--- src/gspm_pkg.sv ---
// Package with the shared types, constants and the command byte table of the gamepad poll master.
`default_nettype none

package gspm_pkg;

  // Default number of response bytes clocked in after the poll command.
  localparam int unsigned RESPONSE_BYTES_DEF = 7;

  // Response bytes that feed the report: status, two button bytes, four stick bytes.
  localparam int unsigned REPORT_BYTES = 7;
  localparam int unsigned RepIdxW      = $clog2(REPORT_BYTES);

  // Command bytes of the link.
  localparam logic [7:0] CMD_START   = 8'h01;
  localparam logic [7:0] CMD_POLL    = 8'h42;
  localparam logic [7:0] CMD_CONFIG  = 8'h43;
  localparam logic [7:0] CMD_MOTOR   = 8'h4D;
  localparam logic [7:0] PAD_READY   = 8'h5A;

  // Input kinds carried in tuser.
  localparam logic [1:0] KIND_TICK    = 2'd0;
  localparam logic [1:0] KIND_POLL    = 2'd1;
  localparam logic [1:0] KIND_VIBRATE = 2'd2;

  // Vibrate frame numbers.
  localparam logic [1:0] VF_ENTER  = 2'd0;
  localparam logic [1:0] VF_ENABLE = 2'd1;
  localparam logic [1:0] VF_EXIT   = 2'd2;
  localparam logic [1:0] VF_DRIVE  = 2'd3;

  // Frame lengths in bytes.
  localparam logic [3:0] POLL_CMD_LEN   = 4'd2;
  localparam logic [3:0] VIB_LEN_SHORT  = 4'd5;
  localparam logic [3:0] VIB_LEN_LONG   = 4'd9;

  typedef enum logic [2:0] {
    OP_IDLE = 3'b001,
    OP_POLL = 3'b010,
    OP_VIB  = 3'b100
  } op_e;

  typedef enum logic [3:0] {
    PH_GAP  = 4'b0001,
    PH_HIGH = 4'b0010,
    PH_LOW  = 4'b0100,
    PH_TAIL = 4'b1000
  } phase_e;

  typedef struct packed {
    logic               en;
    logic [RepIdxW-1:0] idx;
    logic [7:0]         data;
  } resp_wr_t;

  typedef struct packed {
    logic        connected;
    logic [15:0] buttons;
    logic [7:0]  right_x;
    logic [7:0]  right_y;
    logic [7:0]  left_x;
    logic [7:0]  left_y;
  } report_t;

  // Byte to send at a given place of a frame. Poll frames past the command
  // and vibrate bytes past the end of the table send zero.
  function automatic logic [7:0] frame_byte(input logic       is_poll,
                                            input logic [1:0] frame,
                                            input logic [3:0] byte_idx,
                                            input logic [7:0] small_hold,
                                            input logic [7:0] large_hold);
    logic [7:0] b;
    b = 8'h00;
    if (is_poll) begin
      if (frame == VF_ENTER) begin
        b = (byte_idx == 4'd0) ? CMD_START : CMD_POLL;
      end
    end else if (byte_idx < 4'd9) begin
      if (byte_idx == 4'd0) begin
        b = CMD_START;
      end else begin
        unique case (frame)
          VF_ENTER: begin
            if (byte_idx == 4'd1) b = CMD_CONFIG;
            else if (byte_idx == 4'd3) b = 8'h01;
          end
          VF_ENABLE: begin
            if (byte_idx == 4'd1) b = CMD_MOTOR;
            else if (byte_idx == 4'd4) b = 8'h01;
          end
          VF_EXIT: begin
            if (byte_idx == 4'd1) b = CMD_CONFIG;
            else if (byte_idx >= 4'd4) b = PAD_READY;
          end
          default: begin
            if (byte_idx == 4'd1) b = CMD_POLL;
            else if (byte_idx == 4'd3) b = small_hold;
            else if (byte_idx == 4'd4) b = large_hold;
          end
        endcase
      end
    end
    return b;
  endfunction

endpackage

`default_nettype wire

--- src/gspm_resp.sv ---
// Response byte store of the gamepad poll master and the report built from it.
`default_nettype none

module gspm_resp (
  input  logic                clk_i,
  input  gspm_pkg::resp_wr_t  wr_i,
  input  logic                done_i,
  output gspm_pkg::report_t   report_o
);
  import gspm_pkg::*;

  logic [7:0] bytes_q [REPORT_BYTES];

  always_ff @(posedge clk_i) begin
    if (wr_i.en) begin
      bytes_q[wr_i.idx] <= wr_i.data;
    end
  end

  // Fields read as zero unless a poll completes this tick.
  always_comb begin
    report_o = '0;
    if (done_i) begin
      report_o.connected = (bytes_q[0] == PAD_READY);
      report_o.buttons   = {bytes_q[2], bytes_q[1]};
      report_o.right_x   = bytes_q[3];
      report_o.right_y   = bytes_q[4];
      report_o.left_x    = bytes_q[5];
      report_o.left_y    = bytes_q[6];
    end
  end

endmodule

`default_nettype wire

--- src/gamepad_serial_poll_master.sv ---
// Top level of the gamepad serial poll master: tick sequencer, config register and result register.
`default_nettype none

// Every input transaction is one tick of the bit-banged gamepad link and produces exactly one
// result transaction holding the pin levels for that tick (select, clock, command), the busy
// flag and, on the tick a poll ends, the decoded report. One tick is processed per clock: the
// sequencer state advances in the cycle the tick is accepted and the result lands in a single
// output register, so a new tick is accepted every cycle as long as the downstream side takes
// results (input ready is low only while an unread result is stalled). A bit takes two ticks,
// clock high then clock low; the data line is sampled on the clock-low tick of each received
// bit. A poll request sends 0x01 0x42 and clocks in RESPONSE_BYTES bytes, then raises select
// and flags poll_done. A vibrate request runs four command-only frames with gap_ticks idle
// ticks after each select edge. Requests that arrive while a sequence runs are ignored.
// gap_ticks is written through cfg_we_i/cfg_wdata_i and must only change while the block is idle.

module gamepad_serial_poll_master #(
  parameter int unsigned RESPONSE_BYTES = gspm_pkg::RESPONSE_BYTES_DEF
) (
  input  logic        clk_i,
  input  logic        rst_ni,
  // Configuration: gap_ticks.
  input  logic        cfg_we_i,
  input  logic [7:0]  cfg_wdata_i,
  // Input ticks.
  input  logic        s_axis_tvalid_i,
  output logic        s_axis_tready_o,
  // tdata from bit 0: data_in[0], small_motor[8:1], large_motor[16:9], zero fill[23:17].
  input  logic [23:0] s_axis_tdata_i,
  // tuser: kind[1:0].
  input  logic [1:0]  s_axis_tuser_i,
  // Results.
  output logic        m_axis_tvalid_o,
  input  logic        m_axis_tready_i,
  // tdata from bit 0: select_n[0], clock_level[1], command_bit[2], busy_res[3], connected[4],
  // buttons[20:5], right_x[28:21], right_y[36:29], left_x[44:37], left_y[52:45], zero[55:53].
  output logic [55:0] m_axis_tdata_o,
  // tuser: poll_done[0].
  output logic        m_axis_tuser_o
);
  import gspm_pkg::*;

  // The byte counter must hold the response length itself and the vibrate frame length.
  localparam int unsigned IdxW =
      ($clog2(RESPONSE_BYTES + 1) > 4) ? $clog2(RESPONSE_BYTES + 1) : 4;

  // Configuration register.
  logic [7:0] gap_ticks_q;

  always_ff @(posedge clk_i or negedge rst_ni) begin
    if (!rst_ni) begin
      gap_ticks_q <= 8'd16;
    end else if (cfg_we_i) begin
      gap_ticks_q <= cfg_wdata_i;
    end
  end

  // Sequencer state.
  op_e             op_q, op_d;
  phase_e          phase_q, phase_d;
  logic [1:0]      frame_q, frame_d;
  logic [IdxW-1:0] byte_q, byte_d;
  logic [2:0]      bit_q, bit_d;
  logic [7:0]      gap_q, gap_d;
  logic [7:0]      tx_q, tx_d;
  logic [7:0]      rx_q, rx_d;
  logic [7:0]      small_q, small_d;
  logic [7:0]      large_q, large_d;

  logic       accept;
  logic [1:0] kind;
  logic       din;
  logic       sel, clk_lvl, cmd, done;
  resp_wr_t   resp_wr;
  report_t    report;

  assign kind   = s_axis_tuser_i;
  assign din    = s_axis_tdata_i[0];
  assign accept = s_axis_tvalid_i && s_axis_tready_o;

  always_comb begin
    logic            receiving;
    logic            is_poll;
    logic [7:0]      rx_new;
    logic [IdxW-1:0] byte_n;
    logic [IdxW-1:0] len;
    logic [2:0]      bit_n;

    op_d    = op_q;
    phase_d = phase_q;
    frame_d = frame_q;
    byte_d  = byte_q;
    bit_d   = bit_q;
    gap_d   = gap_q;
    tx_d    = tx_q;
    rx_d    = rx_q;
    small_d = small_q;
    large_d = large_q;
    sel     = 1'b1;
    clk_lvl = 1'b1;
    cmd     = 1'b0;
    done    = 1'b0;
    resp_wr = '0;

    is_poll   = (op_q == OP_POLL);
    receiving = is_poll && (frame_q == 2'd1);
    rx_new    = rx_q | (8'(receiving && din) << bit_q);
    bit_n     = bit_q + 3'd1;
    byte_n    = byte_q + IdxW'(1);
    if (is_poll) begin
      len = receiving ? IdxW'(RESPONSE_BYTES) : IdxW'(POLL_CMD_LEN);
    end else begin
      len = (frame_q == VF_ENABLE) ? IdxW'(VIB_LEN_SHORT) : IdxW'(VIB_LEN_LONG);
    end

    if (op_q == OP_IDLE) begin
      // A request tick is itself the select-fall tick.
      if (kind == KIND_POLL || kind == KIND_VIBRATE) begin
        frame_d = VF_ENTER;
        byte_d  = '0;
        bit_d   = '0;
        rx_d    = '0;
        sel     = 1'b0;
        if (kind == KIND_VIBRATE) begin
          op_d    = OP_VIB;
          small_d = s_axis_tdata_i[8:1];
          large_d = s_axis_tdata_i[16:9];
          tx_d    = CMD_START;
          phase_d = PH_GAP;
          gap_d   = gap_ticks_q;
        end else begin
          op_d    = OP_POLL;
          tx_d    = CMD_START;
          phase_d = PH_HIGH;
        end
      end
    end else begin
      unique case (phase_q)
        PH_GAP, PH_HIGH: begin
          if (phase_q == PH_GAP && gap_q != 8'd0) begin
            gap_d = gap_q - 8'd1;
            sel   = 1'b0;
          end else begin
            // An expired lead gap falls straight into the clock-high tick.
            sel     = 1'b0;
            cmd     = tx_q[bit_q];
            phase_d = PH_LOW;
          end
        end
        PH_LOW: begin
          sel     = 1'b0;
          clk_lvl = 1'b0;
          cmd     = tx_q[bit_q];
          bit_d   = bit_n;
          if (bit_n != 3'd0) begin
            rx_d    = rx_new;
            phase_d = PH_HIGH;
          end else begin
            // Byte boundary.
            if (receiving && byte_q < IdxW'(REPORT_BYTES)) begin
              resp_wr.en   = 1'b1;
              resp_wr.idx  = byte_q[RepIdxW-1:0];
              resp_wr.data = rx_new;
            end
            rx_d   = '0;
            byte_d = byte_n;
            if (byte_n >= len) begin
              if (is_poll && frame_q == 2'd0) begin
                frame_d = 2'd1;
                byte_d  = '0;
                tx_d    = '0;
                phase_d = PH_HIGH;
              end else begin
                phase_d = PH_TAIL;
                gap_d   = gap_ticks_q;
                bit_d   = '0;
              end
            end else begin
              tx_d    = frame_byte(is_poll, frame_q, byte_n[3:0], small_q, large_q);
              phase_d = PH_HIGH;
            end
          end
        end
        default: begin
          // Tail: the select-rise tick, then the trailing gap of a vibrate frame. bit_q marks
          // whether the rise tick has passed.
          if (is_poll) begin
            done = 1'b1;
            op_d = OP_IDLE;
          end else if (bit_q == 3'd0) begin
            bit_d = 3'd1;
          end else if (gap_q != 8'd0) begin
            gap_d = gap_q - 8'd1;
          end else if (frame_q != VF_DRIVE) begin
            frame_d = frame_q + 2'd1;
            byte_d  = '0;
            bit_d   = '0;
            rx_d    = '0;
            tx_d    = CMD_START;
            phase_d = PH_GAP;
            gap_d   = gap_ticks_q;
            sel     = 1'b0;
          end else begin
            op_d = OP_IDLE;
          end
        end
      endcase
    end
  end

  always_ff @(posedge clk_i or negedge rst_ni) begin
    if (!rst_ni) begin
      op_q    <= OP_IDLE;
      phase_q <= PH_GAP;
      frame_q <= '0;
      byte_q  <= '0;
      bit_q   <= '0;
      gap_q   <= '0;
      tx_q    <= '0;
      rx_q    <= '0;
      small_q <= '0;
      large_q <= '0;
    end else if (accept) begin
      op_q    <= op_d;
      phase_q <= phase_d;
      frame_q <= frame_d;
      byte_q  <= byte_d;
      bit_q   <= bit_d;
      gap_q   <= gap_d;
      tx_q    <= tx_d;
      rx_q    <= rx_d;
      small_q <= small_d;
      large_q <= large_d;
    end
  end

  resp_wr_t resp_wr_gated;

  always_comb begin
    resp_wr_gated    = resp_wr;
    resp_wr_gated.en = resp_wr.en && accept;
  end

  gspm_resp u_resp (
    .clk_i    (clk_i),
    .wr_i     (resp_wr_gated),
    .done_i   (done),
    .report_o (report)
  );

  // Result register. It refills in the same cycle it is drained.
  logic        out_valid_q;
  logic [55:0] out_data_q;
  logic        out_user_q;

  assign s_axis_tready_o = !out_valid_q || m_axis_tready_i;

  always_ff @(posedge clk_i or negedge rst_ni) begin
    if (!rst_ni) begin
      out_valid_q <= 1'b0;
    end else if (s_axis_tready_o) begin
      out_valid_q <= s_axis_tvalid_i;
    end
  end

  always_ff @(posedge clk_i) begin
    if (accept) begin
      out_data_q <= {3'b000, report.left_y, report.left_x, report.right_y, report.right_x,
                     report.buttons, report.connected, (op_d != OP_IDLE), cmd, clk_lvl, sel};
      out_user_q <= done;
    end
  end

  assign m_axis_tvalid_o = out_valid_q;
  assign m_axis_tdata_o  = out_data_q;
  assign m_axis_tuser_o  = out_user_q;

`ifndef NO_ASSERTIONS
  // A completed poll leaves the block idle.
  assert property (@(posedge clk_i) disable iff (!rst_ni)
    (m_axis_tvalid_o && m_axis_tuser_o) |-> !m_axis_tdata_o[3])
    else $error("poll_done reported while still busy");

  // The serial clock only goes low inside a frame.
  assert property (@(posedge clk_i) disable iff (!rst_ni)
    (m_axis_tvalid_o && !m_axis_tdata_o[1]) |-> !m_axis_tdata_o[0])
    else $error("clock low with select high");

  // Report fields stay zero on every result that is not a poll completion.
  assert property (@(posedge clk_i) disable iff (!rst_ni)
    (m_axis_tvalid_o && !m_axis_tuser_o) |-> (m_axis_tdata_o[55:4] == '0))
    else $error("report fields nonzero without poll_done");

  // With the result register empty a tick is always taken.
  assert property (@(posedge clk_i) disable iff (!rst_ni)
    !out_valid_q |-> s_axis_tready_o)
    else $error("input stalled with empty result register");

  // The sequencer state only moves on an accepted tick.
  assert property (@(posedge clk_i) disable iff (!rst_ni)
    !accept |=> $stable(op_q) && $stable(phase_q))
    else $error("sequencer advanced without a tick");
`endif

endmodule

`default_nettype wire
--- config.mk ---
export PLATFORM = sky130hd
export DESIGN_NAME = gamepad_serial_poll_master
export DESIGN_NICKNAME = d
export VERILOG_FILES = /design/src/gspm_pkg.sv /design/src/gspm_resp.sv /design/src/gamepad_serial_poll_master.sv
export SDC_FILE = /design/constraint.sdc
export NUM_CORES = 1
export LEC_CHECK = 0
export ABC_AREA = 1
export BUFFER_PORTS_ARGS = -buffer_cell sky130_fd_sc_hd__buf_2
export CORE_MARGIN = 8
export CORE_UTILIZATION = 40
export CTS_CLUSTER_DIAMETER = 40
export DETAILED_ROUTE_END_ITERATION = 12
export HOLD_SLACK_MARGIN = 0.05
export SLEW_MARGIN = 40
export SYNTH_ARGS = -nofsm -noshare
export SYNTH_HDL_FRONTEND = slang
export SYNTH_SLANG_ARGS = --single-unit
--- constraint.sdc ---
create_clock -name clk_i -period 8.13 [get_ports clk_i]
set_clock_uncertainty 0.05 [all_clocks]
set_input_delay 0.4065 -clock clk_i [delete_from_list [all_inputs] [get_ports clk_i]]
set_output_delay 0.4065 -clock clk_i [all_outputs]
set_load 0.02 [all_outputs]
* After elaboration in Yosys (flattened, before gate mapping)
Memories as Yosys holds them, arrays and structs flattened. A register that Yosys moved wholly into a read port is not among the register bits.
Index checks and enable logic that the tools add are counted.
** Word-level totals
- Flip-flop bits (word level) :: 119
- Bits in writable memories :: 56
- Output and inout bits :: 59
- Logic and storage cells :: 214
- Memories kept :: 1
** Operators by class
- Add/subtract/negate cells :: 4
- Magnitude comparators :: 5
- Eq/ne operators :: 32
- Shift-type cells :: 1
- Multiplexer cells :: 119
- Bitwise gates (word level) :: 1
- Reduce and logical (&&, ||, !) cells :: 35
** Memories
- u_resp.bytes_q :: words 7, bits a word 8, rd ports 7, clocked after memory_dff 6, write ports 1, RTL line gspm_resp.sv:12 : logic [7:0] bytes_q [REPORT_BYTES];
** Operator list (count)
- $mux W8 :: 33
- $mux W4 :: 21
- $mux W3 :: 18
- $mux W12 :: 4
- $pmux W8 S2 :: 3
- $mux W7 :: 6
- $pmux W8 S3 :: 1
- $mux W2 :: 10
- $reduce_and A10 Y1 :: 2
- $ne A3 B3 Y1 const B :: 6
- $mux W1 :: 17
- $pmux W4 S2 :: 2
- $reduce_and A7 Y1 :: 2
- $reduce_and A9 Y1 :: 1
- $eq A4 B1 Y1 const B :: 2
- $eq A4 B2 Y1 const B :: 2
- $eq A4 B3 Y1 const B :: 2
- $eq A8 B7 Y1 const B :: 1
- $ne A4 B2 Y1 const B :: 2
- $or A8 B8 Y8 :: 1
- $reduce_and A8 Y1 :: 1
- $reduce_bool A4 Y1 :: 2
- $reduce_bool A8 Y1 :: 1
- $shl A1 B3 Y8 :: 1
- other kinds (36) :: 56

* Depth between registers and ports, before layout
Gate-level depths: netlist of the first run.
- Word-level depth :: 13
- Depth in mapped cells :: 16
- Mapped depth without buffers :: 16

* Modules after synthesis
A second synthesis of the first run with hierarchy kept.
** Unflattened totals
- Cells, all modules :: 777
- Area, all modules :: 7897.6 um^2
** Modules (own cells, without submodules)
- gamepad_serial_poll_master :: instances 1, cells an instance 596, area each 5729.2 um^2, seq. area each 3251.9 um^2
- gspm_resp :: instances 1, cells an instance 181, area each 2168.3 um^2, seq. area each 1681.6 um^2

* Worst setup path before layout of the first run
OpenSTA, ideal clock, no wires.
- Path type :: reg2reg
- Start :: reg out_valid_q (netlist: m_axis_tvalid_o)
- End :: mem u_resp.bytes_q[0][0] (enable)
- Setup time :: 395 ps
- Arrival time :: 2657 ps
- Required time :: 7685 ps
- Slack :: 5028 ps
- Cell stages (with the launch flop) :: 6
- Path buffers :: 0
- Cells stage by stage :: dfrtp_1 -> nand2_1 -> nand2_1 -> inv_2 -> nand2_1 -> nor4_1
** Between the ends
- Longest elaborated chain between the ends :: 6
** Ends and longest elaborated chain
- from (decl) :: RTL line gamepad_serial_poll_master.sv:251 : logic out_valid_q;
- from (signal assigned) :: RTL line gamepad_serial_poll_master.sv:261 : out_valid_q <= s_axis_tvalid_i;
- $logic_not A1 Y1 :: RTL line gamepad_serial_poll_master.sv:255 : assign s_axis_tready_o = !out_valid_q || m_axis_tready_i;
- $logic_or A1 B1 Y1 :: RTL line gamepad_serial_poll_master.sv:255
- net s_axis_tready_o :: RTL line gamepad_serial_poll_master.sv:26 : output logic s_axis_tready_o,
- $logic_and A1 B1 Y1 :: RTL line gamepad_serial_poll_master.sv:78 : assign accept = s_axis_tvalid_i && s_axis_tready_o;
- net accept :: RTL line gamepad_serial_poll_master.sv:69 : logic accept;
- $logic_and A1 B1 Y1 :: RTL line gamepad_serial_poll_master.sv:240 : resp_wr_gated.en = resp_wr.en && accept;
- $mux W1 :: RTL line gspm_resp.sv:15 : if (wr_i.en) begin
- $mux W1 (not written as such) :: RTL line gspm_resp.sv:16 : bytes_q[wr_i.idx] <= wr_i.data;
- to (decl) :: RTL line gspm_resp.sv:12
The timed path passes the listed nets, and every way through them passes these cells.

* Worst setup path in the final report of the first run
- Start :: reg byte_q[1]
- End :: reg tx_q[7]
** Between the ends
- Longest elaborated chain between the ends :: 13
- Elaborated cells between the ends (all ways) :: 20
- Those cells by class :: 1 x add/sub; 2 x order compare; 4 x eq/ne; 11 x mux; 2 x reduce/logical
** Ends and longest elaborated chain
- from (decl) :: RTL line gamepad_serial_poll_master.sv:61 : logic [IdxW-1:0] byte_q, byte_d;
- from (signal assigned) :: RTL line gamepad_serial_poll_master.sv:226 : byte_q <= byte_d;
- $add A4 B1 Y4 (*) :: RTL line gamepad_serial_poll_master.sv:108 : byte_n = byte_q + IdxW'(1);
- $eq A4 B3 Y1 :: RTL line gspm_pkg.sv:97 : else if (byte_idx == 4'd4) b = large_hold;
- $mux W8 :: RTL line gspm_pkg.sv:97
- $mux W8 :: RTL line gspm_pkg.sv:96 : else if (byte_idx == 4'd3) b = small_hold;
- $mux W8 :: RTL line gspm_pkg.sv:95 : if (byte_idx == 4'd1) b = CMD_POLL;
- $pmux W8 S3 :: RTL line gspm_pkg.sv:81 : unique case (frame)
- $mux W8 :: RTL line gspm_pkg.sv:78 : if (byte_idx == 4'd0) begin
- $mux W8 :: RTL line gspm_pkg.sv:77 : end else if (byte_idx < 4'd9) begin
- $mux W8 :: RTL line gspm_pkg.sv:73 : if (is_poll) begin
- $mux W8 :: RTL line gamepad_serial_poll_master.sv:166 : if (byte_n >= len) begin
- $mux W8 :: RTL line gamepad_serial_poll_master.sv:154 : if (bit_n != 3'd0) begin
- $pmux W8 S2 :: RTL line gamepad_serial_poll_master.sv:137 : unique case (phase_q)
- $mux W8 :: RTL line gamepad_serial_poll_master.sv:115 : if (op_q == OP_IDLE) begin
- to (signal assigned) :: RTL line gamepad_serial_poll_master.sv:229 : tx_q <= tx_d;
- to (decl) :: RTL line gamepad_serial_poll_master.sv:64 : logic [7:0] tx_q, tx_d;
Every way passes the cells marked *; elsewhere a longest branch is shown, timed or not. The select of a mux whose other input is x is not followed.
A chain may end at the register's enable or synchronous reset.

==> results of run 1 <==
==> worst min path at each step <==
stage / slack, ns / end / start
finish: 0.16 / small_q[3] / s_axis_tdata_i[4]
global route: 0.14 / gap_ticks_q[3] / cfg_wdata_i[3]
CTS: 0.14 / small_q[3] / s_axis_tdata_i[4]
detailed placement: 0.42 / tx_q[6] / tx_q[6]
global placement: 0.42 / tx_q[6] / tx_q[6]
floorplan: 0.06 / bit_q[0] / rst_ni
==> cell type report <==
class / count / area (um2)
Timing Repair Buffer: 94 / 494
Clock inverter: 14 / 144
Clock buffer: 18 / 429
Inverter: 137 / 522
Fill cell: 1810 / 10200
Tap cell: 265 / 332
Sequential cell: 175 / 4930
Multi-Input combinational cell: 419 / 2340
==> synth_stat cells, types with 2 or more instances <==
cell type  count
o221ai_1       4
a21oi_1       21
o21ai_2        2
o31ai_1        2
inv_2          9
nor2_2        13
o22ai_1        3
edfxtp_1     110
buf_4          5
nor4_1         4
o21ai_1        6
ha_1          17
inv_1        126
buf_2          5
nand2_2        8
nor2_4         3
nand3_4        3
o21ai_0       39
nor3_1         6
nor3_4         2
xor2_1         6
nand2_1       99
clkbuf_1       6
dfstp_2        3
nand3_1       38
dfrtp_1       62
a21oi_2        5
nand4_1        5
mux2_2        16
nor2_1       100
o211ai_1       2
==> power groups by stage <==
stage | clock network, mW | logic (mW) | registers [mW]
CTS | 0.804 | 1.03 | 1.20
floorplan | 0 | 0.740 | 1.26
global route | 0.839 | 1.15 | 1.22
detailed placement | 0 | 1.02 | 1.22
global placement | 0 | 1.01 | 1.22
finish | 0.780 | 1.02 | 1.20
==> cell families (layout without fill, tap and decap cells) <==
| group | count (synthesis) | count (layout) | share of synthesized area, % |
|---|---|---|---|
| xor+xnor | 7 | 7 | 0.778 |
| flops | 175 | 175 | 62.6 |
| buf+inv | 154 | 263 | 7.84 |
| compound gates | 89 | 89 | 6.75 |
| fa+ha+maj | 17 | 17 | 2.70 |
| other cells | 1 | 3 | 0.0476 |
| mux | 16 | 16 | 2.29 |
| simple gates | 287 | 287 | 17.0 |
==> timing repair <==
action / CTS / global route
hold buffers: 1 / 0
hold endpoints to repair: 24 / 0
resized for setup: 0 / 0
==> stage by stage <==
| stage | area [um2] | cells | setup WS, ns | hold slack (ns) | utilization, % |
|---|---|---|---|---|---|
| after floorplan | 7890 | 748 | 5.03 | 0.0609 | - |
| after global placement | 8600 | 1089 | 5.33 | 0.419 | 44.3 |
| after detailed placement | 8610 | 1089 | 5.33 | 0.417 | 44.4 |
| after CTS | 9200 | 1122 | 5.29 | 0.144 | 47.4 |
| after global routing | 9200 | 1122 | 4.95 | 0.142 | 47.4 |
| final | 9200 | 1122 | 5.28 | 0.165 | 47.4 |
==> state kept, by name (all words and copies together) (netlist names) <==
register         count
gap_q                8
m_axis_tuser_o       1
small_q              8
m_axis_tvalid_o      1
byte_q               4
rx_q                 8
gap_ticks_q          8
u_resp.bytes_q      56
op_q                 3
tx_q                 8
large_q              8
bit_q                3
phase_q              4
m_axis_tdata_o      53
frame_q              2
==> layer usage <==
| layer | global-route usage (%) | wire length [um] | up-vias |
|---|---|---|---|
| li1 | - | - | 2643 |
| met1 | 17.1 | 7380 | 2313 |
| met2 | 20.8 | 7020 | 111 |
| met3 | 2.90 | 775 | 10 |
| met4 | 5.26 | 157 | 0 |
| met5 | 0 | 0 | - |
==> reports/results.txt, run 1 <==
Nets = 900
Worst EP arrival = 3.14 ns
post-DR wirelength/cell = 13.7 um
post-synthesis sequential area ratio = 62.6%
most common cell type on the critical path = nand2_1
outcome = completed
residual DRC count = 0
Tmin final = 2.85 ns
CTS sink cnt = 175
FFs w/ async S/R, synth = 37.1%
WL final = 15300 um
critical path required time = 8.42 ns
max-slew violations = 0
worst hold stages = 2
switching power = 1.16 mW
Yosys warning total = 0
final worst path period share = 35.1%
largest net degree at the start of global routing = 66
global-route wire length before repair = 25100 um
RSZ-0062 raised after global routing = no
Sw Ratio = 38.7%
delay-heaviest family, CP = simple AND/OR/NAND/NOR gates
Core Area = 19400 um2
WP depth = 14
pwr dens = 326 nW/um2
maximum buffer depth of the clock tree = 2
R2R Path Start = byte_q[1]
Primary FF master, synth = edfxtp_1
Critical Path End = tx_q[7]
final hold violation count = 0
Reg2Reg Capture Point = tx_q[7]
commonest non-fill, non-tap cell in the layout = inv_1
Worst VDD drop = 0.171 mV
FF+latch count, synth = 175
DRT Pass-1 Iters = 5
row cnt = 51
largest stage delay on the critical path = 0.49 ns
FF-to-FF path depth = 14
Pint = 1.84 mW
Pleak = 3.97 nW
Seq pwr share = 40.0%
# diodes = 0
final-report setup violation count = 0
Detail Placement HPWL = 10800 um
Hold Crit Class = in -> reg
measured slew at the worst slew-check pin = 0.833 ns
critical-path cell list = ha_1 > nand2_1 > nand2_1 > inv_1 > ha_1 > nand2_1 > inv_1 > o21ai_0 > o2111ai_1 > nand2_1 > nand3_1 > inv_1 > nand4_1 > o21ai_0
Initial Util = 40.6%
Max Freq = 351 MHz
clock share of power = 26.0%
CP Capture Type = flop
GRT overflow = 0
Cells after Synth = 746
crit path max fanout = 11
clk_lat worst skew = 0.42 ns
post-synth top area share = 41.9%
Total Power = 3.00 mW
number of global-route vias before repair = 4962
Area contributors post-synth = edfxtp_1 (42%), dfrtp_1 (20%), inv_1 (6.0%)
Die Ht = 156 um
CP max-delay cell = dfrtp_1
Max-Cap Viols = 0
PortBufs = 87
r2r setup slk = 5.28 ns
Distinct cells, synth = 47
CP Launch Type = flop
clock buffer count from CTS = 17
H-tree depth = 4
TritonCTS clock tree = done
clk slew on worst S/H paths = 0.07 ns
Final GP Congestion = 0.854
DR iter-0 viols = 270
I/O pin count = 98
syn_area_per_cell = 10.6 um2
WS Path Type = reg -> reg
Post-Syn Area = 7880 um2
Die Span X = 156 um
Routed Antenna Nets = 0
post-synth top area cell = edfxtp_1
total global routing track utilization = 13.1%
slew margin rel. = 44.2%
initial antenna violation count = 0
vias per cell = 4.52
vias post-DR = 5077
setup TNS = 0 ns
most frequent cells in the layout = inv_1 (126), edfxtp_1 (110), nand2_1 (99), nor2_1 (99), buf_2 (87)
Buf+Inv Stages, Crit Path = 3
CTS root buf = clkbuf_16
CP Launch Point = byte_q[1]
setup bufs post-CTS = 0
die area = 24400 um2
Post-synth EDFFs = 110
layout cells sized above 1 = 23.1%
area grow syn2layout = 16.7%
Comb power frac = 33.9%
Power figures use the tool's default switching activity.
==> run 2: changes to the inputs <==
- ABC_AREA: 1 -> 0
- clock period: 8.13 -> 2.7 ns (I/O delays scaled with it)
==> reports/results.txt, run 2 <==
outcome = completed
critical-path cell list = nor3b_4 > nand2b_1 > ha_1 > nand2b_4 > a2111oi_4 > o21ai_1 > or4b_4 > o41ai_2
post-layout util = 51.8% (+4.3 points)
largest net degree at the start of global routing = 56 (-15%)
Detail Placement HPWL = 12300 um (+14%)
FF+latch count, synth = 175 (unchanged)
Distinct cells, synth = 76 (+62%)
Post-synth EDFFs = 110 (unchanged)
CTS sink cnt = 175 (unchanged)
Area contributors post-synth = edfxtp_1 (42%), dfrtp_1 (20%), and2_1 (4.2%)
residual DRC count = 0 (unchanged)
total global routing track utilization = 14.6% (+1.5 points)
RSZ-0062 raised after global routing = yes
Worst EP arrival = 2.97 ns (-0.17 ns)
Seq pwr share = 38.2% (-1.8 points)
PortBufs = 87 (unchanged)
non-filler cells, final = 1062 (-5.3%)
layout cells sized above 1 = 31.0% (+7.9 points)
CP max-delay cell = or4b_4
placed cell areas = 9000 um2 (+4.5%)
final-report setup violation count = 0 (unchanged)
syn_area_per_cell = 12.9 um2 (+22%)
Core Area = 19300 um2 (-0.66%)
CP Capture Type = flop
setup TNS = 0 ns (unchanged)
Hold Crit Class = in -> reg
crit path max fanout = 5 (-6)
pre-CTS setup slack = -0.0671 ns (-5.40 ns)
FFs w/ async S/R, synth = 37.1% (unchanged)
clk_lat worst skew = 0.44 ns (+0.02 ns)
Post-Syn Area = 7800 um2 (-1.0%)
CP Launch Type = flop
post-synth top area cell = edfxtp_1
DRT Pass-1 Iters = 5 (unchanged)
Routed Antenna Nets = 0 (unchanged)
DR iter-0 viols = 313 (+16%)
Comb power frac = 35.8% (+1.9 points)
Max Freq = 371 MHz (+5.7%)
slew margin rel. = 63.3% (+19 points)
row cnt = 51 (unchanged)
GRT overflow = 0 (unchanged)
Max-Cap Viols = 0 (unchanged)
global-route wire length before repair = 28200 um (+12%)
initial antenna violation count = 0 (unchanged)
I/O pin count = 98 (unchanged)
Primary FF master, synth = edfxtp_1
Hold Crit Start = cfg_we_i
number of global-route vias before repair = 5606 (+13%)
R2R Path Start = op_q[2]
Cells after Synth = 605 (-19%)
Tmin final = 2.70 ns (-0.153 ns)
Nets = 840 (-6.7%)
final hold violation count = 0 (unchanged)
vias per cell = 5.03 (+11%)
count leader, synth = edfxtp_1
Pleak = 4.03 nW (+1.4%)
CP Launch Point = op_q[2]
CTS root buf = clkbuf_16
post-synth top area share = 42.4% (+0.44 points)
area grow syn2layout = 27.9%
commonest non-fill, non-tap cell in the layout = edfxtp_1
Die Ht = 156 um (-0.47%)
most frequent cells in the layout = edfxtp_1 (110), buf_2 (86), buf_4 (64)
Top reg by flops = u_resp.bytes_q
# diodes = 0 (unchanged)
maximum buffer depth of the clock tree = 2 (unchanged)
dpl cells = 994 (-8.7%)
TritonCTS clock tree = done
max-slew violations = 0 (unchanged)
Initial Util = 40.5% (-0.16 points)
Final GP Congestion = 0.854 (about the same)
WS Path Type = reg -> reg
final worst path period share = 99.9% (+65 points)
vias post-DR = 5342 (+5.2%)
H-tree depth = 4 (unchanged)
clock buffer count from CTS = 17 (unchanged)
largest stage delay on the critical path = 0.55 ns (+0.06 ns)
post-DR wirelength/cell = 16.0 um (+17%)
Die Span X = 156 um (-0.47%)
Sw Ratio = 35.2% (-3.5 points)
WL final = 17000 um (+11%)
Worst VDD drop = 0.525 mV (+210%)
Pint = 6.05 mW (+230%)
pwr dens = 935 nW/um2 (+190%)
die area = 24200 um2 (-0.94%)
fin worst setup slack = 0.00345 ns (-5.28 ns)
Yosys warning total = 0 (unchanged)
commonest cells in the netlist = edfxtp_1 (110), dfrtp_1 (62), and2_1 (52)
clk slew on worst S/H paths = 0.07 ns (about the same)
critical path required time = 2.98 ns (-5.44 ns)
post-route cell area = 9970 um2 (+8.4%)
Largest register FFs = 56 (unchanged)
measured slew at the worst slew-check pin = 0.551 ns (-0.282 ns)
switching power = 3.28 mW (+180%)
post-synthesis sequential area ratio = 63.3% (+0.66 points)
clock share of power = 26.0% (about the same)
==> run 2: cell count changes after synthesis, moves of 12 or more <==
cell | before | now
a21oi_1 | 21 | 33
clkbuf_1 | 6 | 20
and2_1 | 0 | 52
inv_1 | 126 | 20
nor2_1 | 100 | 48
o21ai_0 | 39 | 17
nand2_1 | 99 | 22
nand3_1 | 38 | 18
nor2_2 | 13 | 1
==> run 2: area by class of cell <==
class | count | area, um2
Clock buffer | 17 | 425
Fill cell | 1709 | 9300
Clock inverter | 15 | 166
Multi-Input combinational cell | 383 | 2740
Timing Repair Buffer | 186 | 1290
Inverter | 21 | 82.6
Tap cell | 265 | 332
Sequential cell | 175 | 4940
==> run 2: cells by family after synthesis <==
logic type                 Yosys count  synth area share (%)
buffers and inverters               49                  2.66
and+or+nand+nor                    205                  15.3
adders and majority gates           17                  2.73
xor gates and xnor gates             4                 0.449
other                                1                0.0481
DFF                                175                  63.3
AOI/OAI and AO/OA                  121                  10.5
muxes                               33                  5.07
==> run 2: timing repair <==
action | in CTS | in global routing
gates cloned | 0 | 0
pin swaps | 0 | 1
resized for setup | 2 | 4
hold buffers | 34 | 0
buffers inserted | 1 | 1
endpoints found under the setup margin | 5 | 29
endpoints found under the hold margin | 65 | 0
==> run 2: routing by layer <==
metal | vias up | global-route usage (%) | share of wire, %
li1 | 2595 | - | -
met1 | 2590 | 17.4 | 44
met2 | 138 | 24.9 | 50
met3 | 19 | 3.82 | 5.1
met4 | 0 | 5.45 | 1.4
met5 | - | 0 | 0
==> run 2: critical path: cells and delay by family, from the launching register on <==
family / cells / cell delay (ns)
flip-flops: 1 / 0.42
adder cells (fa/ha/maj): 1 / 0.28
AO/OA/AOI/OAI: 3 / 0.79
AND/OR/NAND/NOR: 4 / 1.07
==> run 2: path summary, 6_finish.rpt <==
kind / to / depth (start not counted) / slack, ns
worst max register to register: tx_q[7] / 8 / 0.003
min in group asynchronous: gap_ticks_q[2] / 2 / 0.18
worst min-delay path: gap_ticks_q[7] / 2 / 0.07
max in group asynchronous: small_q[7] / 3 / 1.81
worst min register to register: tx_q[2] / 1 / 0.45
worst max-delay path: tx_q[7] / 8 / 0.003
==> run 2: power groups by stage <==
stage                     combinational, mW  clock, mW  sequential [mW]
after floorplan                        2.12          0             3.66
after global placement                 3.19          0             3.60
after detailed placement               3.24          0             3.63
after CTS                              3.33       2.48             3.57
after global routing                   3.70       2.59             3.62
final                                  3.34       2.42             3.56
==> run 2: stage by stage <==
stage | hold WS, ns | power [mW]
final | 0.0687 | 9.33
after global routing | 0.0713 | 9.91
after CTS | 0.0560 | 9.39
after detailed placement | 0.115 | 6.87
after global placement | 0.297 | 6.79
after floorplan | -0.211 | 5.78
==> run 3: changes to the inputs <==
- clock period: 2.7 -> 2.8 ns (I/O delays scaled with it)
==> reports/results.txt, run 3 (synthesis gave the netlist of run 2 again) <==
Worst EP arrival = 3.05 ns (+0.08 ns)
RSZ-0062 raised after global routing = yes
critical path required time = 3.09 ns (+0.11 ns)
clock buffer count from CTS = 17 (unchanged)
Max-Cap Viols = 0 (unchanged)
Seq pwr share = 38.1% (about the same)
CP Launch Type = flop
Routed Antenna Nets = 0 (unchanged)
residual DRC count = 0 (unchanged)
FILL cells = 1697 (-0.70%)
Pint = 5.90 mW (-2.5%)
post-route cell area = 9920 um2 (-0.54%)
DR iter-0 viols = 265 (-15%)
final-report setup violation count = 0 (unchanged)
DRT Pass-1 Iters = 5 (unchanged)
placed cell areas = 8910 um2 (-1.0%)
Comb power frac = 35.2% (-0.6 points)
post-layout util = 51.5% (-0.28 points)
PortBufs = 87 (unchanged)
fin worst setup slack = 0.0429 ns (+0.0395 ns)
Die Ht = 156 um (unchanged)
clk_lat worst skew = 0.43 ns (about the same)
crit path max fanout = 5 (unchanged)
number of global-route vias before repair = 5545 (-1.1%)
Die Span X = 156 um (unchanged)
vias post-DR = 5354 (+0.22%)
pwr dens = 914 nW/um2 (-2.3%)
Detail Placement HPWL = 12400 um (+1.0%)
Pleak = 3.99 nW (-0.92%)
final hold violation count = 0 (unchanged)
CP Capture Type = flop
maximum buffer depth of the clock tree = 2 (unchanged)
area grow syn2layout = 27.2%
Hold Crit Class = in -> async
I/O pin count = 98 (unchanged)
initial antenna violation count = 0 (unchanged)
switching power = 3.17 mW (-3.3%)
Core Area = 19300 um2 (unchanged)
slew margin rel. = 62.3% (-1.0 points)
row cnt = 51 (unchanged)
clk slew on worst S/H paths = 0.07 ns (about the same)
GRT overflow = 0 (unchanged)
Max Freq = 363 MHz (-2.2%)
die area = 24200 um2 (unchanged)
WS Path Type = reg -> reg
Final GP Congestion = 0.842 (-1.4%)
Largest register FFs = 56 (unchanged)
# diodes = 0 (unchanged)
Top reg by flops = u_resp.bytes_q
non-filler cells, final = 1052 (-0.94%)
Tmin final = 2.76 ns (+0.0605 ns)
TritonCTS clock tree = done
global-route wire length before repair = 28100 um (-0.22%)
vias per cell = 5.09 (+1.2%)
most frequent cells in the layout = edfxtp_1 (110), buf_2 (87), dfrtp_1 (60)
Initial Util = 40.5% (unchanged)
CTS sink cnt = 175 (unchanged)
dpl cells = 984 (-1.0%)
commonest non-fill, non-tap cell in the layout = edfxtp_1
post-DR wirelength/cell = 16.3 um (+2.2%)
WL final = 17200 um (+1.2%)
total global routing track utilization = 14.6% (-0.028 points)
Worst VDD drop = 0.498 mV (-5.1%)
largest net degree at the start of global routing = 56 (unchanged)
outcome = completed
measured slew at the worst slew-check pin = 0.564 ns (+0.0130 ns)
Sw Ratio = 35.0% (-0.17 points)
CTS root buf = clkbuf_16
pre-CTS setup slack = 0.00919 ns (+0.0763 ns)
max-slew violations = 0 (unchanged)
layout cells sized above 1 = 29.7% (-1.3 points)
clock share of power = 26.7% (+0.7 points)
final worst path period share = 98.5% (-1.4 points)
Nets = 830 (-1.2%)
H-tree depth = 4 (unchanged)
[run 3: per-stage QoR]
step	TNS, ns	hold slack, ns	power, mW
after CTS	0	0.0819	9.05
after detailed placement	0	0.0213	6.56
final	0	0.126	9.07
after global placement	0	0.00973	6.46
after floorplan	-4.36	-0.206	5.55
after global routing	-0.339	0.140	9.60
[run 3: worst paths after layout]
kind	from	endpoint	slack, ns	cells past startpoint
worst max-delay path	op_q[2]	tx_q[7]	0.04	8
worst min-delay path	rst_ni	small_q[7]	0.13	2
worst max register to register	op_q[2]	tx_q[7]	0.04	8
worst min register to register	tx_q[2]	tx_q[2]	0.44	1
max in group asynchronous	rst_ni	phase_q[0]	1.82	3
min in group clk_i	s_axis_tuser_i[1]	op_q[2]	0.16	4
[run 3: layout make-up]
cell class	instances	area [um2]	area share [%]
Clock buffer	17	425	4.29
Inverter	21	82.6	0.832
Sequential cell	175	4940	49.8
Timing Repair Buffer	176	1220	12.3
Clock inverter	15	189	1.90
Multi-Input combinational cell	383	2740	27.6
Tap cell	265	332	3.34
[run 3: routing by layer]
metal | GRT usage, % | vias up | routed length (um)
met5 | 0 | - | 0
met4 | 5.36 | 0 | 265
met3 | 3.57 | 18 | 874
met2 | 25.4 | 133 | 8630
met1 | 17.1 | 2630 | 7420
li1 | - | 2573 | -
[run 3: critical path, cell delays in order, from the launching register on]
cell       delay [ns]
dfrtp_1          0.41
nor3b_4          0.26
nand2b_1         0.09
ha_1             0.28
nand2b_4         0.15
a2111oi_4        0.35
o21ai_1          0.13
or4b_4           0.61
o41ai_2          0.34
[run 3: power by group through the flow]
stage               combinational [mW]  clock, mW  sequential, mW
finish                            3.19       2.42            3.45
global route                      3.54       2.56            3.51
CTS                               3.12       2.47            3.45
detailed placement                3.05          0            3.51
global placement                  2.99          0            3.47
floorplan                         2.02          0            3.53
[run 3: what timing repair did]
action | CTS | global route
setup buffers | 0 | 1
pin swaps | 0 | 5
endpoints found under the setup margin | 1 | 10
hold buffers | 35 | 0
resized for setup | 1 | 8
endpoints found under the hold margin | 87 | 0
gates cloned | 0 | 0
